File: config.mk
export PLATFORM = sky130hd
export DESIGN_NAME = decimal_led_display_frame_builder_top
export DESIGN_NICKNAME = d
export VERILOG_FILES = /design/src/design/dldfb_pkg.sv /design/src/design/dldfb_digit_cell.sv /design/src/design/dldfb_elem_cell.sv /design/src/design/decimal_led_display_frame_builder_top.sv
export VERILOG_INCLUDE_DIRS = /design/src /design/src/design
export SDC_FILE = /design/constraint.sdc
export NUM_CORES = 1
export LEC_CHECK = 0
export BUFFER_PORTS_ARGS = -buffer_cell sky130_fd_sc_hd__buf_2
export CAP_MARGIN = 25
export CORE_MARGIN = 2
export CORE_UTILIZATION = 40
export DETAILED_ROUTE_END_ITERATION = 16
export PLACE_DENSITY = 0.59
export SLEW_MARGIN = 20
export SYNTH_ARGS = -nofsm -noshare
export SYNTH_HDL_FRONTEND = slang
export SYNTH_SLANG_ARGS = --single-unit
File: constraint.sdc
create_clock -name clk -period 12.7 [get_ports clk]
set_input_delay 0.635 -clock clk [delete_from_list [all_inputs] [get_ports clk]]
set_output_delay 0.635 -clock clk [all_outputs]
set_load 0.05 [all_outputs]
File: src/design/assert_macros.svh
// Assertion macros shared by the frame builder RTL.
// Depends on a clock named clk and an active-low reset named rst_n in scope.
`ifndef ASSERT_MACROS_SVH
`define ASSERT_MACROS_SVH

// Checks a property at every rising clock edge outside reset.
`define ASSERT_CLK(label, prop, msg) \
    label: assert property (@(posedge clk) disable iff (!rst_n) (prop)) else $error(msg);

// Checks that a condition never holds at a rising clock edge outside reset.
`define ASSERT_NEVER(label, cond, msg) \
    label: assert property (@(posedge clk) disable iff (!rst_n) !(cond)) else $error(msg);

`endif

File: src/design/dldfb_pkg.sv
// Package for the decimal LED display frame builder: types, codes and tables.
// No dependencies; used by every module of the block.
`default_nettype none

package dldfb_pkg;

    localparam int FRAME_LEN  = 13;
    localparam int NUM_DIGITS = 4;

    // Command codes.
    localparam logic [1:0] CMD_SHOW   = 2'd0;
    localparam logic [1:0] CMD_BRIGHT = 2'd1;
    localparam logic [1:0] CMD_INIT   = 2'd2;
    localparam logic [1:0] CMD_NONE   = 2'd3;

    // Frame element kinds.
    localparam logic [1:0] KIND_START = 2'd0;
    localparam logic [1:0] KIND_DATA  = 2'd1;
    localparam logic [1:0] KIND_STOP  = 2'd2;

    // Controller command bytes.
    localparam logic [7:0] BYTE_AUTO_INC   = 8'h40;
    localparam logic [7:0] BYTE_ADDR_BASE  = 8'hC0;
    localparam logic [7:0] BYTE_DISPLAY_ON = 8'h88;
    localparam logic [7:0] DOT_BIT         = 8'h80;
    localparam logic [2:0] LEVEL_MAX       = 3'd7;

    // x / 10 == (x * RECIP_TEN) >> RECIP_SHIFT, exact for every 16-bit x.
    localparam logic [16:0] RECIP_TEN   = 17'd52429;
    localparam int          RECIP_SHIFT = 19;

    // Item travelling through the digit cells.
    typedef struct packed {
        logic [1:0]  command;
        logic [15:0] x;       // quotient still to be split
        logic [15:0] digits;  // thousands digit in [15:12], units digit in [3:0]
        logic        dot;
        logic [3:0]  level;
    } conv_t;

    // One frame element held by an element cell.
    typedef struct packed {
        logic       valid;
        logic [1:0] kind;
        logic [7:0] data;
        logic       last;
    } elem_t;

    typedef elem_t [FRAME_LEN-1:0] frame_t;

    function automatic logic [7:0] seg_code(logic [3:0] digit);
        logic [7:0] code;
        case (digit)
            4'd0:    code = 8'h3F;
            4'd1:    code = 8'h06;
            4'd2:    code = 8'h5B;
            4'd3:    code = 8'h4F;
            4'd4:    code = 8'h66;
            4'd5:    code = 8'h6D;
            4'd6:    code = 8'h7D;
            4'd7:    code = 8'h07;
            4'd8:    code = 8'h7F;
            4'd9:    code = 8'h6F;
            default: code = 8'h00;
        endcase
        return code;
    endfunction

    function automatic elem_t mk_elem(logic [1:0] kind, logic [7:0] data, logic last);
        elem_t e;
        e.valid = 1'b1;
        e.kind  = kind;
        e.data  = (kind == KIND_DATA) ? data : 8'h00;
        e.last  = last;
        return e;
    endfunction

    // Builds the whole element sequence for one converted command.
    function automatic frame_t build_frame(conv_t item);
        frame_t     f;
        logic [3:0] d3, d2, d1, d0;
        logic [7:0] seg3, seg2, seg1, seg0;
        logic [2:0] lv;
        logic       show_last;
        f    = '0;
        d3   = item.digits[15:12];
        d2   = item.digits[11:8];
        d1   = item.digits[7:4];
        d0   = item.digits[3:0];
        // Leading zeros are blanked; the units digit is always shown, but an initialise command blanks all four.
        seg3 = (d3 == 4'd0) ? 8'h00 : seg_code(d3);
        seg2 = (d3 == 4'd0 && d2 == 4'd0) ? 8'h00 : seg_code(d2);
        seg1 = (d3 == 4'd0 && d2 == 4'd0 && d1 == 4'd0) ? 8'h00 : seg_code(d1);
        seg0 = seg_code(d0);
        if (item.dot)
        begin
            seg1 = seg1 | DOT_BIT;
        end
        lv = (item.level > {1'b0, LEVEL_MAX}) ? LEVEL_MAX : item.level[2:0];
        if (item.command == CMD_INIT)
        begin
            seg3 = 8'h00;
            seg2 = 8'h00;
            seg1 = 8'h00;
            seg0 = 8'h00;
        end
        show_last = (item.command == CMD_SHOW);
        case (item.command)
            CMD_SHOW, CMD_INIT:
            begin
                f[0] = mk_elem(KIND_START, 8'h00, 1'b0);
                f[1] = mk_elem(KIND_DATA, BYTE_AUTO_INC, 1'b0);
                f[2] = mk_elem(KIND_STOP, 8'h00, 1'b0);
                f[3] = mk_elem(KIND_START, 8'h00, 1'b0);
                f[4] = mk_elem(KIND_DATA, BYTE_ADDR_BASE, 1'b0);
                f[5] = mk_elem(KIND_DATA, seg3, 1'b0);
                f[6] = mk_elem(KIND_DATA, seg2, 1'b0);
                f[7] = mk_elem(KIND_DATA, seg1, 1'b0);
                f[8] = mk_elem(KIND_DATA, seg0, 1'b0);
                f[9] = mk_elem(KIND_STOP, 8'h00, show_last);
                if (!show_last)
                begin
                    f[10] = mk_elem(KIND_START, 8'h00, 1'b0);
                    f[11] = mk_elem(KIND_DATA, BYTE_DISPLAY_ON | {5'd0, LEVEL_MAX}, 1'b0);
                    f[12] = mk_elem(KIND_STOP, 8'h00, 1'b1);
                end
            end
            CMD_BRIGHT:
            begin
                f[0] = mk_elem(KIND_START, 8'h00, 1'b0);
                f[1] = mk_elem(KIND_DATA, BYTE_DISPLAY_ON | {5'd0, lv}, 1'b0);
                f[2] = mk_elem(KIND_STOP, 8'h00, 1'b1);
            end
            default:
            begin
                f = '0;
            end
        endcase
        return f;
    endfunction

endpackage

`default_nettype wire

File: src/design/dldfb_digit_cell.sv
// One cell of the binary-to-decimal chain: splits off the lowest decimal digit.
// Depends on dldfb_pkg.
`default_nettype none

module dldfb_digit_cell (
    input  wire                 clk,
    input  wire                 rst_n,
    input  wire                 en,
    input  wire                 in_valid,
    input  dldfb_pkg::conv_t    in_item,
    output logic                out_valid,
    output dldfb_pkg::conv_t    out_item
);
    import dldfb_pkg::*;

    logic        valid_reg;
    conv_t       item_reg;
    conv_t       item_next;
    logic [32:0] prod;
    logic [15:0] quot;
    logic [15:0] quot_x10;
    logic [15:0] rem;

    // Division by ten through the reciprocal; the remainder is then below ten.
    assign prod     = {17'd0, in_item.x} * {16'd0, RECIP_TEN};
    assign quot     = {3'd0, prod[RECIP_SHIFT+12:RECIP_SHIFT]};
    assign quot_x10 = (quot << 3) + (quot << 1);
    assign rem      = in_item.x - quot_x10;

    always_comb
    begin
        item_next        = in_item;
        item_next.x      = quot;
        item_next.digits = {rem[3:0], in_item.digits[15:4]};
    end

    always_ff @(posedge clk or negedge rst_n)
    begin
        if (!rst_n)
        begin
            valid_reg <= 1'b0;
        end
        else if (en)
        begin
            valid_reg <= in_valid;
        end
    end

    always_ff @(posedge clk)
    begin
        if (en)
        begin
            item_reg <= item_next;
        end
    end

    assign out_valid = valid_reg;
    assign out_item  = item_reg;

endmodule

`default_nettype wire

File: src/design/dldfb_elem_cell.sv
// One cell of the output element chain: holds one frame element and passes it on.
// Depends on dldfb_pkg.
`default_nettype none

module dldfb_elem_cell (
    input  wire                 clk,
    input  wire                 rst_n,
    input  wire                 shift,
    input  wire                 load,
    input  dldfb_pkg::elem_t    load_elem,
    input  dldfb_pkg::elem_t    next_elem,
    output dldfb_pkg::elem_t    elem
);
    import dldfb_pkg::*;

    elem_t elem_reg;
    elem_t elem_next;

    always_comb
    begin
        if (load)
        begin
            elem_next = load_elem;
        end
        else if (shift)
        begin
            elem_next = next_elem;
        end
        else
        begin
            elem_next = elem_reg;
        end
    end

    always_ff @(posedge clk or negedge rst_n)
    begin
        if (!rst_n)
        begin
            elem_reg <= '0;
        end
        else
        begin
            elem_reg <= elem_next;
        end
    end

    assign elem = elem_reg;

endmodule

`default_nettype wire

File: src/design/decimal_led_display_frame_builder_top.sv
// Usage of the decimal LED display frame builder.
// Input channel (in_valid/in_ready): one command with value, dot and level per
// transfer. Output channel (out_valid/out_ready): one frame element per transfer,
// given as frame_kind and byte_value, with last set on the final element of a
// command. A show command yields 10 elements, brightness 3, initialise 13;
// command code 3 is taken and yields nothing.
// The first element of a command is offered once its input has passed the
// four digit cells, which split the value into decimal digits, one digit per
// cell, and has then been loaded into the element chain.
// The element chain moves one element per cycle toward the output while out_ready
// is high, and the chain is reloaded in the same cycle its final element leaves;
// the digit cells keep converting the next commands meanwhile until a converted
// command waits in the last digit cell.
// When out_ready is low the chain and then the digit cells hold, and in_ready
// drops once a converted command waits for the chain.
// Reset empties both chains; nothing is offered until a command arrives.
`default_nettype none
`include "assert_macros.svh"

module decimal_led_display_frame_builder_top (
    input  wire         clk,
    input  wire         rst_n,
    input  wire         in_valid,
    output logic        in_ready,
    input  wire  [1:0]  command,
    input  wire  [15:0] value,
    input  wire         dot,
    input  wire  [3:0]  level,
    output logic        out_valid,
    input  wire         out_ready,
    output logic [1:0]  frame_kind,
    output logic [7:0]  byte_value,
    output logic        last
);
    import dldfb_pkg::*;

    conv_t                  conv_in;
    conv_t                  conv_q [NUM_DIGITS];
    logic [NUM_DIGITS-1:0]  conv_valid;
    logic                   conv_en;

    frame_t                 chain_q;
    frame_t                 chain_nb;
    frame_t                 frame;
    logic [FRAME_LEN-1:0]   chain_v;
    logic                   shift;
    logic                   tail_empty;
    logic                   load;

    assign conv_in = '{command: command, x: value, digits: 16'd0, dot: dot, level: level};

    assign conv_en  = !conv_valid[NUM_DIGITS-1] || load;
    assign in_ready = conv_en;

    genvar g;
    generate
        for (g = 0; g < NUM_DIGITS; g++)
        begin : g_digit
            if (g == 0)
            begin : g_first
                dldfb_digit_cell u_cell (
                    .clk       (clk),
                    .rst_n     (rst_n),
                    .en        (conv_en),
                    .in_valid  (in_valid && (command != CMD_NONE)),
                    .in_item   (conv_in),
                    .out_valid (conv_valid[g]),
                    .out_item  (conv_q[g])
                );
            end
            else
            begin : g_rest
                dldfb_digit_cell u_cell (
                    .clk       (clk),
                    .rst_n     (rst_n),
                    .en        (conv_en),
                    .in_valid  (conv_valid[g-1]),
                    .in_item   (conv_q[g-1]),
                    .out_valid (conv_valid[g]),
                    .out_item  (conv_q[g])
                );
            end
        end
    endgenerate

    always_comb
    begin
        for (int i = 0; i < FRAME_LEN; i++)
        begin
            chain_v[i] = chain_q[i].valid;
        end
    end

    assign shift      = !chain_v[0] || out_ready;
    assign tail_empty = !(|chain_v[FRAME_LEN-1:1]);
    assign load       = conv_valid[NUM_DIGITS-1] && shift && tail_empty;
    assign frame      = build_frame(conv_q[NUM_DIGITS-1]);
    assign chain_nb   = {elem_t'(0), chain_q[FRAME_LEN-1:1]};

    generate
        for (g = 0; g < FRAME_LEN; g++)
        begin : g_elem
            dldfb_elem_cell u_cell (
                .clk       (clk),
                .rst_n     (rst_n),
                .shift     (shift),
                .load      (load),
                .load_elem (frame[g]),
                .next_elem (chain_nb[g]),
                .elem      (chain_q[g])
            );
        end
    endgenerate

    assign out_valid  = chain_q[0].valid;
    assign frame_kind = chain_q[0].kind;
    assign byte_value = chain_q[0].data;
    assign last       = chain_q[0].last;

    // Valid elements always sit in one unbroken run starting at the head.
    `ASSERT_CLK(a_chain_packed, (chain_v & (chain_v + FRAME_LEN'(1))) == FRAME_LEN'(0), "element chain has a gap")
    `ASSERT_NEVER(a_kind_code, out_valid && frame_kind != KIND_START && frame_kind != KIND_DATA && frame_kind != KIND_STOP, "bad frame kind")
    `ASSERT_NEVER(a_ctrl_zero, out_valid && frame_kind != KIND_DATA && byte_value != 8'h00, "start or stop with nonzero byte")
    `ASSERT_CLK(a_digits_dec, conv_valid[NUM_DIGITS-1] |-> (conv_q[NUM_DIGITS-1].digits[15:12] <= 4'd9 && conv_q[NUM_DIGITS-1].digits[11:8] <= 4'd9 && conv_q[NUM_DIGITS-1].digits[7:4] <= 4'd9 && conv_q[NUM_DIGITS-1].digits[3:0] <= 4'd9), "digit out of range")
    `ASSERT_CLK(a_load_after_last, load && chain_v[0] |-> chain_q[0].last, "chain reloaded before the final element")

endmodule

`default_nettype wire
==> results of run 1 <==
-- layout make-up --
class / instances / share of cell area, %
sequential: 245 / 29.5
multi-input combinational: 1224 / 54.3
timing repair buffer: 45 / 1.16
clock buffer: 44 / 3.98
tap: 672 / 3.83
inverter: 402 / 6.90
clock inverter: 8 / 0.308
-- synth_stat cells (10+ instances only) --
cell type  count
nor2_1        33
dfrtp_1      119
a21oi_1       64
o21ai_0      102
fa_1         168
nand2_1      220
dfxtp_1       28
xnor2_1       46
a221o_1       13
nand3_1       10
inv_1        398
a222oi_1      14
clkbuf_1      32
and3_1        13
edfxtp_1      98
ha_1         360
xor2_1        19
-- metal layers --
metal | up-vias | track usage, % | part of all wire, %
met5 | - | 0 | 0
met4 | 0 | 3.66 | 2.2
met3 | 55 | 1.61 | 2.4
met2 | 142 | 26.7 | 49
met1 | 6211 | 20.2 | 46
li1 | 6378 | - | -
-- placed cells by master, fill, tap and decap left out, types with 9 or more instances in the layout --
master	netlist	routed
nand2_1	220	220
nand4_1	9	9
xor2_1	19	19
fa_1	168	168
a21oi_1	64	64
buf_2	3	38
xnor2_1	46	46
dfxtp_1	28	28
a222oi_1	14	14
edfxtp_1	98	98
o211ai_1	9	9
inv_1	398	398
a221o_1	13	13
and3_1	13	13
nand3_1	10	10
nor2_1	33	33
clkbuf_16	0	30
ha_1	360	360
o21ai_0	102	102
dfrtp_1	119	119
-- worst min path at each step --
stage | end | cells after the start | startpoint
2_1_floorplan | g_digit[0].g_first.u_cell.out_valid$_DFFE_PN0N_ | 0 | rst_n
3_3_place_gp | g_digit[2].g_rest.u_cell.out_item[12]$_DFFE_PN_ | 0 | g_digit[1].g_rest.u_cell.out_item[16]$_DFFE_PN_
3_5_place_dp | g_digit[1].g_rest.u_cell.out_item[4]$_DFFE_PN_ | 0 | g_digit[0].g_first.u_cell.out_item[4]$_DFFE_PN_
4_1_cts | g_elem[8].u_cell.elem[6]$_DFFE_PN0P_ | 1 | rst_n
5_1_grt | g_elem[2].u_cell.elem[5]$_DFFE_PN0P_ | 1 | rst_n
6_report | g_elem[3].u_cell.elem[6]$_DFFE_PN0P_ | 1 | rst_n
-- cells by family (layout without fill, tap and decap cells) --
logic type	after synthesis	after routing	synth area share, %
adders and majority gates	528	528	39.2
buffers and inverters	443	499	8.46
and+or+nand+nor	335	335	7.38
AOI/OAI and AO/OA	282	282	8.83
DFF	245	245	32.3
xor gates and xnor gates	67	67	3.06
muxes	12	12	0.798
-- critical path: stages (launching register included) --
cell and delay, ns:
edfxtp_1 0.49, ha_1 0.38, fa_1 0.53, inv_1 0.10, fa_1 0.51, inv_1 0.06, fa_1 0.53, inv_1 0.06
fa_1 0.53, inv_1 0.04, ha_1 0.22, a2111oi_0 0.38, o21ai_0 0.15, a21oi_1 0.26, o21ai_0 0.18, a21oi_1 0.27
xnor2_1 0.24, ha_1 0.33, nand2_1 0.08, nand2_1 0.07, xnor2_1 0.23, xnor2_1 0.08
-- metrics by stage --
| stage | instance area, µm² | instances | hold WS [ns] | util (%) |
|---|---|---|---|---|
| floorplan | 20100 | 1912 | 0.339 | - |
| global placement | 21000 | 2587 | 0.402 | 42.1 |
| detailed placement | 21000 | 2587 | 0.405 | 42.1 |
| CTS | 21900 | 2639 | 0.136 | 44.0 |
| global route | 21900 | 2640 | 0.171 | 44.0 |
| finish | 21900 | 2640 | 0.139 | 44.0 |
==> key figures, run 1 <==
Run status
  – Status: completed

Timing
  – RSZ-0062 raised after global routing: false
  – TNS Setup: 0 ns
  – Final period util: 47.1%
  – Max-slew violations: 0
  – Worst-margin pin slew: 0.900 ns
  – PnR worst setup slack: 6.72 ns
  – Number of hold violations in the final report: 0
  – Setup violations, final: 0
  – Setup Skew: 0.00863 ns
  – Relative slew slack: 40.0%
  – Post-layout min period: 5.98 ns
  – Peak Freq: 167 MHz

CTS
  – Deepest clock path buffer count: 3
  – # clock sinks: 245
  – Post-CTS Hold Buffers: 0
  – Worst skew pair latency: 0.54 ns
  – Clock buffer count from CTS: 28
  – Clock Pin Slew Worst Setup and Hold Paths: 0.06 ns
  – TritonCTS clock tree: built
  – Post-CTS Resized: 0
  – Postcts setup bufs: 0
  – Root buf cell: clkbuf_16
  – CTS H-tree depth: 1

Cells and area
  – Number of fill cells: 4806
  – Fin nets: 2501
  – Area grow syn2layout: 9.25%
  – ANT cells: 0
  – Multi-input gate area: 11900 µm²
  – Sequential cell area: 6480 µm²
  – Layout cells sized above 1: 6.10%

Synthesis
  – Number of flops mapped to enable cells by yosys: 98
  – Yosys warnings: 0
  – Unique masters post-synth: 71
  – Synth Instances: 1912
  – Sequential fraction of the synthesis area: 32.3%
  – Syn Nets: 2467
  – Top cells by area, synth: ha_1 22%, fa_1 17%, dfrtp_1 15%, edfxtp_1 15%, inv_1 7.4%
  – Syn avg cell area: 10.5 µm²
  – Mapped Area: 20100 µm²
  – Top_reg_cell synth: dfrtp_1
  – Synth Register Bits: 245
  – Yosys top cell area share: 22.4%
  – FFs w/ async S/R, synth: 48.6%
  – Top cell type by total area after synthesis: ha_1

Global routing
  – Initial antenna violation count: 0
  – Total gr overflow: 0
  – Vias in the first global route: 13.6k
  – First-pass GRT wire length: 66.2 mm
  – GRT Overall Usage: 15.2%
  – Largest net degree at the start of global routing: 80

Floorplanning
  – Die Height: 228 µm
  – Core Rows: 82
  – Die area: 52000 µm²
  – I/O pins: 40
  – Initial core utilization: 40.3%
  – Core box area: 49900 µm²
  – Die W: 228 µm

Worst setup path
  – RR Startpoint: g_digit[0].g_first.u_cell.out_item[28]$_DFFE_PN_
  – Worst r2r dst: g_digit[1].g_rest.u_cell.out_item[20]$_DFFE_PN_
  – CP Class: reg -> reg
  – Flop2flop setup slack: 6.72 ns
  – Worst r2r path cells: 21
  – Crit path required time: 12.98 ns
  – Crit path to: g_digit[1].g_rest.u_cell.out_item[20]$_DFFE_PN_
  – CP max FO: 5
  – CP Launch Type: flop
  – Worst Path Arrival: 6.26 ns
  – CP Capture Type: flop
  – Worst setup path startpoint: g_digit[0].g_first.u_cell.out_item[28]$_DFFE_PN_

Detailed routing
  – First-pass iteration count of the detailed router: 5
  – Via/cell ratio: 4.84
  – Total Wirelength: 38.6 mm
  – DRC viols: 0
  – Post-DRT Antenna Nets: 0
  – Routed vias: 12.8k
  – WL/cell: 14.6 µm
  – DRT iter0 DRCs: 720

Job
  – Max Cap Viol: 0

Worst hold path
  – Worst hold path class: in -> async

Placed design
  – DP Wirelength: 30.9 mm
  – Placement Setup Slack: 6.22 ns
  – PortBufs: 39
  – Routability Congestion: 0.873
Power of run 1 is left out: the tool's default activity adds up to more than one toggle a clock period on the data nets, which glitch-free logic cannot reach.
==> inputs of run 2 (changes only) <==
Settings changed: PLACE_DENSITY 0.59 to 0.61.
Clock period 12.7 ns to 4.9 ns, I/O delays scaled along.
==> run 2 against run 1 <==
The run now ends with setup timing left. Fmax up 13%. Wire length up 6.6%. Die area unchanged. Cell area up 11%. Setup slack worse by 7.1 ns. Utilization up 5.0 points. Non-clock buffer count up 215. Clock skew up 0.0023 ns. Critical path type unchanged. Critical endpoint unchanged.
==> key figures, run 2 (same netlist as run 1, synthesis figures left out) <==
Timing
  – Peak Freq: 189 MHz
  – RSZ-0062 raised after global routing: true
  – TNS Setup: -3.28 ns
  – Final period util: 108%
  – PnR worst setup slack: -0.380 ns
  – Fin Hold WS: 0.175 ns
  – Setup violations, final: 20
  – Worst-margin pin slew: 0.930 ns
  – Setup Skew: 0.0110 ns
  – Max-slew violations: 0
  – Number of hold violations in the final report: 0
  – Relative slew slack: 37.8%
  – Post-layout min period: 5.28 ns

Cells and area
  – Area grow syn2layout: 21.7%
  – Layout cells sized above 1: 20.7%
  – Commonest non-fill, non-tap cell in the layout: inv_1
  – Most frequent cells in the layout: 369 x inv_1, 324 x ha_1, 216 x nand2_1
  – Fin nets: 2716
  – ANT cells: 0
  – Number of fill cells: 4576
  – Post-Layout Inst Area: 24400 µm²

Global routing
  – Vias in the first global route: 14.5k
  – First-pass GRT wire length: 69.7 mm
  – Largest net degree at the start of global routing: 94
  – Initial antenna violation count: 0
  – GRT Overall Usage: 15.9%
  – Total gr overflow: 0

Worst setup path
  – Worst path max stage delay: 0.56 ns
  – Crit-path cells: buf_6 -> ha_4 -> fa_1 -> inv_2 -> fa_1 -> inv_2 -> fa_1 -> inv_2 -> fa_1 -> inv_2 -> ha_4 -> a2111oi_4 -> o21ai_1 -> a21oi_1 -> buf_4 -> o21ai_4 -> a21oi_4 -> xnor2_2 -> ha_1 -> nand2_1 -> nand2_2 -> xnor2_2 -> xnor2_1
  – CP Class: reg -> reg
  – Worst Path Arrival: 5.58 ns
  – CP Launch Type: flop
  – Worst path top cell family by delay: adder cells
  – Worst r2r path cells: 23
  – Slowest stage cell, crit path: fa_1
  – WP depth: 23
  – CP max FO: 2
  – CP Capture Type: flop
  – WP buf/inv: 6
  – Crit path required time: 5.20 ns

Placed design
  – Routability Congestion: 0.867
  – PortBufs: 39
  – DP Wirelength: 32.2 mm
  – Placement Setup Slack: -0.739 ns
  – Placed cell area: 22400 µm²

Floorplanning
  – Initial core utilization: 40.3%
  – Die Height: 228 µm
  – I/O pins: 40
  – Die area: 52000 µm²
  – Die W: 228 µm
  – Core Rows: 82
  – Core box area: 49900 µm²

Detailed routing
  – WL/cell: 14.4 µm
  – DRC viols: 0
  – DRT iter0 DRCs: 695
  – First-pass iteration count of the detailed router: 6
  – Post-DRT Antenna Nets: 0
  – Routed vias: 13.7k
  – Total Wirelength: 41.1 mm
  – Via/cell ratio: 4.79

CTS
  – CTS H-tree depth: 1
  – # clock sinks: 245
  – Deepest clock path buffer count: 3
  – TritonCTS clock tree: built
  – Worst skew pair latency: 0.55 ns
  – Root buf cell: clkbuf_16
  – Clock buffer count from CTS: 28
  – Clock Pin Slew Worst Setup and Hold Paths: 0.06 ns

Worst hold path
  – Worst hold path class: in -> reg
  – Hold-critical path depth: 3

Run status
  – Failing checks: setup timing
  – Status: finished, violations left

Job
  – Max Cap Viol: 0
==> run 2: cell types whose count changed in the layout (fill, tap and decap cells not counted), sizes merged <==
cell,previous run,this run
dlygate4sd3,0,9
clkinv,5,8
inv,405,402
buf,45,251
clkbuf,44,43
clkinvlp,0,1
==> run 2: area by class of cell <==
| class | count | area, µm² | area share [%] |
|---|---|---|---|
| clock buffer | 43 | 850 | 3.48 |
| clock inverter | 9 | 78.8 | 0.323 |
| inverter | 402 | 1510 | 6.20 |
| multi-input combinational | 1224 | 12700 | 52.0 |
| sequential | 245 | 6480 | 26.5 |
| tap | 672 | 841 | 3.44 |
| timing repair buffer | 260 | 1960 | 8.02 |
==> run 2: tightest hold or removal path: cells and delay by family <==
| family | cells | cell delay (ns) |
|---|---|---|
| buf+inv | 2 | 0.19 |
| xor+xnor | 1 | 0.10 |
==> run 2: repair_timing <==
action / CTS / global route
hold buffers: 9 / 0
gates cloned: 0 / 0
gates resized for setup: 69 / 73
pin swaps: 99 / 77
endpoints found under the hold margin: 91 / 0
buffers inserted: 28 / 13
setup endpoints to repair: 28 / 31
==> run 2: layer usage <==
layer | global-route usage (%) | share of wire [%]
met2 | 29.2 | 51
met5 | 0 | 0
met1 | 20.0 | 44
met3 | 1.70 | 2.3
met4 | 4.17 | 2.5
==> run 2: final timing paths <==
kind	startpoint	endpoint	slack (ns)
min in group asynchronous	rst_n	g_elem[5].u_cell.elem[6]$_DFFE_PN0P_	0.33
worst min-delay path	value[1]	g_digit[0].g_first.u_cell.out_item[17]$_DFFE_PN_	0.18
worst max-delay path	g_digit[0].g_first.u_cell.out_item[29]$_DFFE_PN_	g_digit[1].g_rest.u_cell.out_item[20]$_DFFE_PN_	-0.38
worst min register to register	g_digit[1].g_rest.u_cell.out_item[14]$_DFFE_PN_	g_digit[2].g_rest.u_cell.out_item[10]$_DFFE_PN_	0.41
max in group asynchronous	rst_n	g_elem[8].u_cell.elem[7]$_DFFE_PN0P_	3.62
worst max register to register	g_digit[0].g_first.u_cell.out_item[29]$_DFFE_PN_	g_digit[1].g_rest.u_cell.out_item[20]$_DFFE_PN_	-0.38
==> run 2: per-stage QoR <==
step / utilization, % / std cells
floorplan: - / 1912
global placement: 45.0 / 2761
detailed placement: 45.0 / 2761
CTS: 48.3 / 2849
global route: 49.0 / 2855
finish: 49.0 / 2855
Power of run 2 is left out for the same reason.
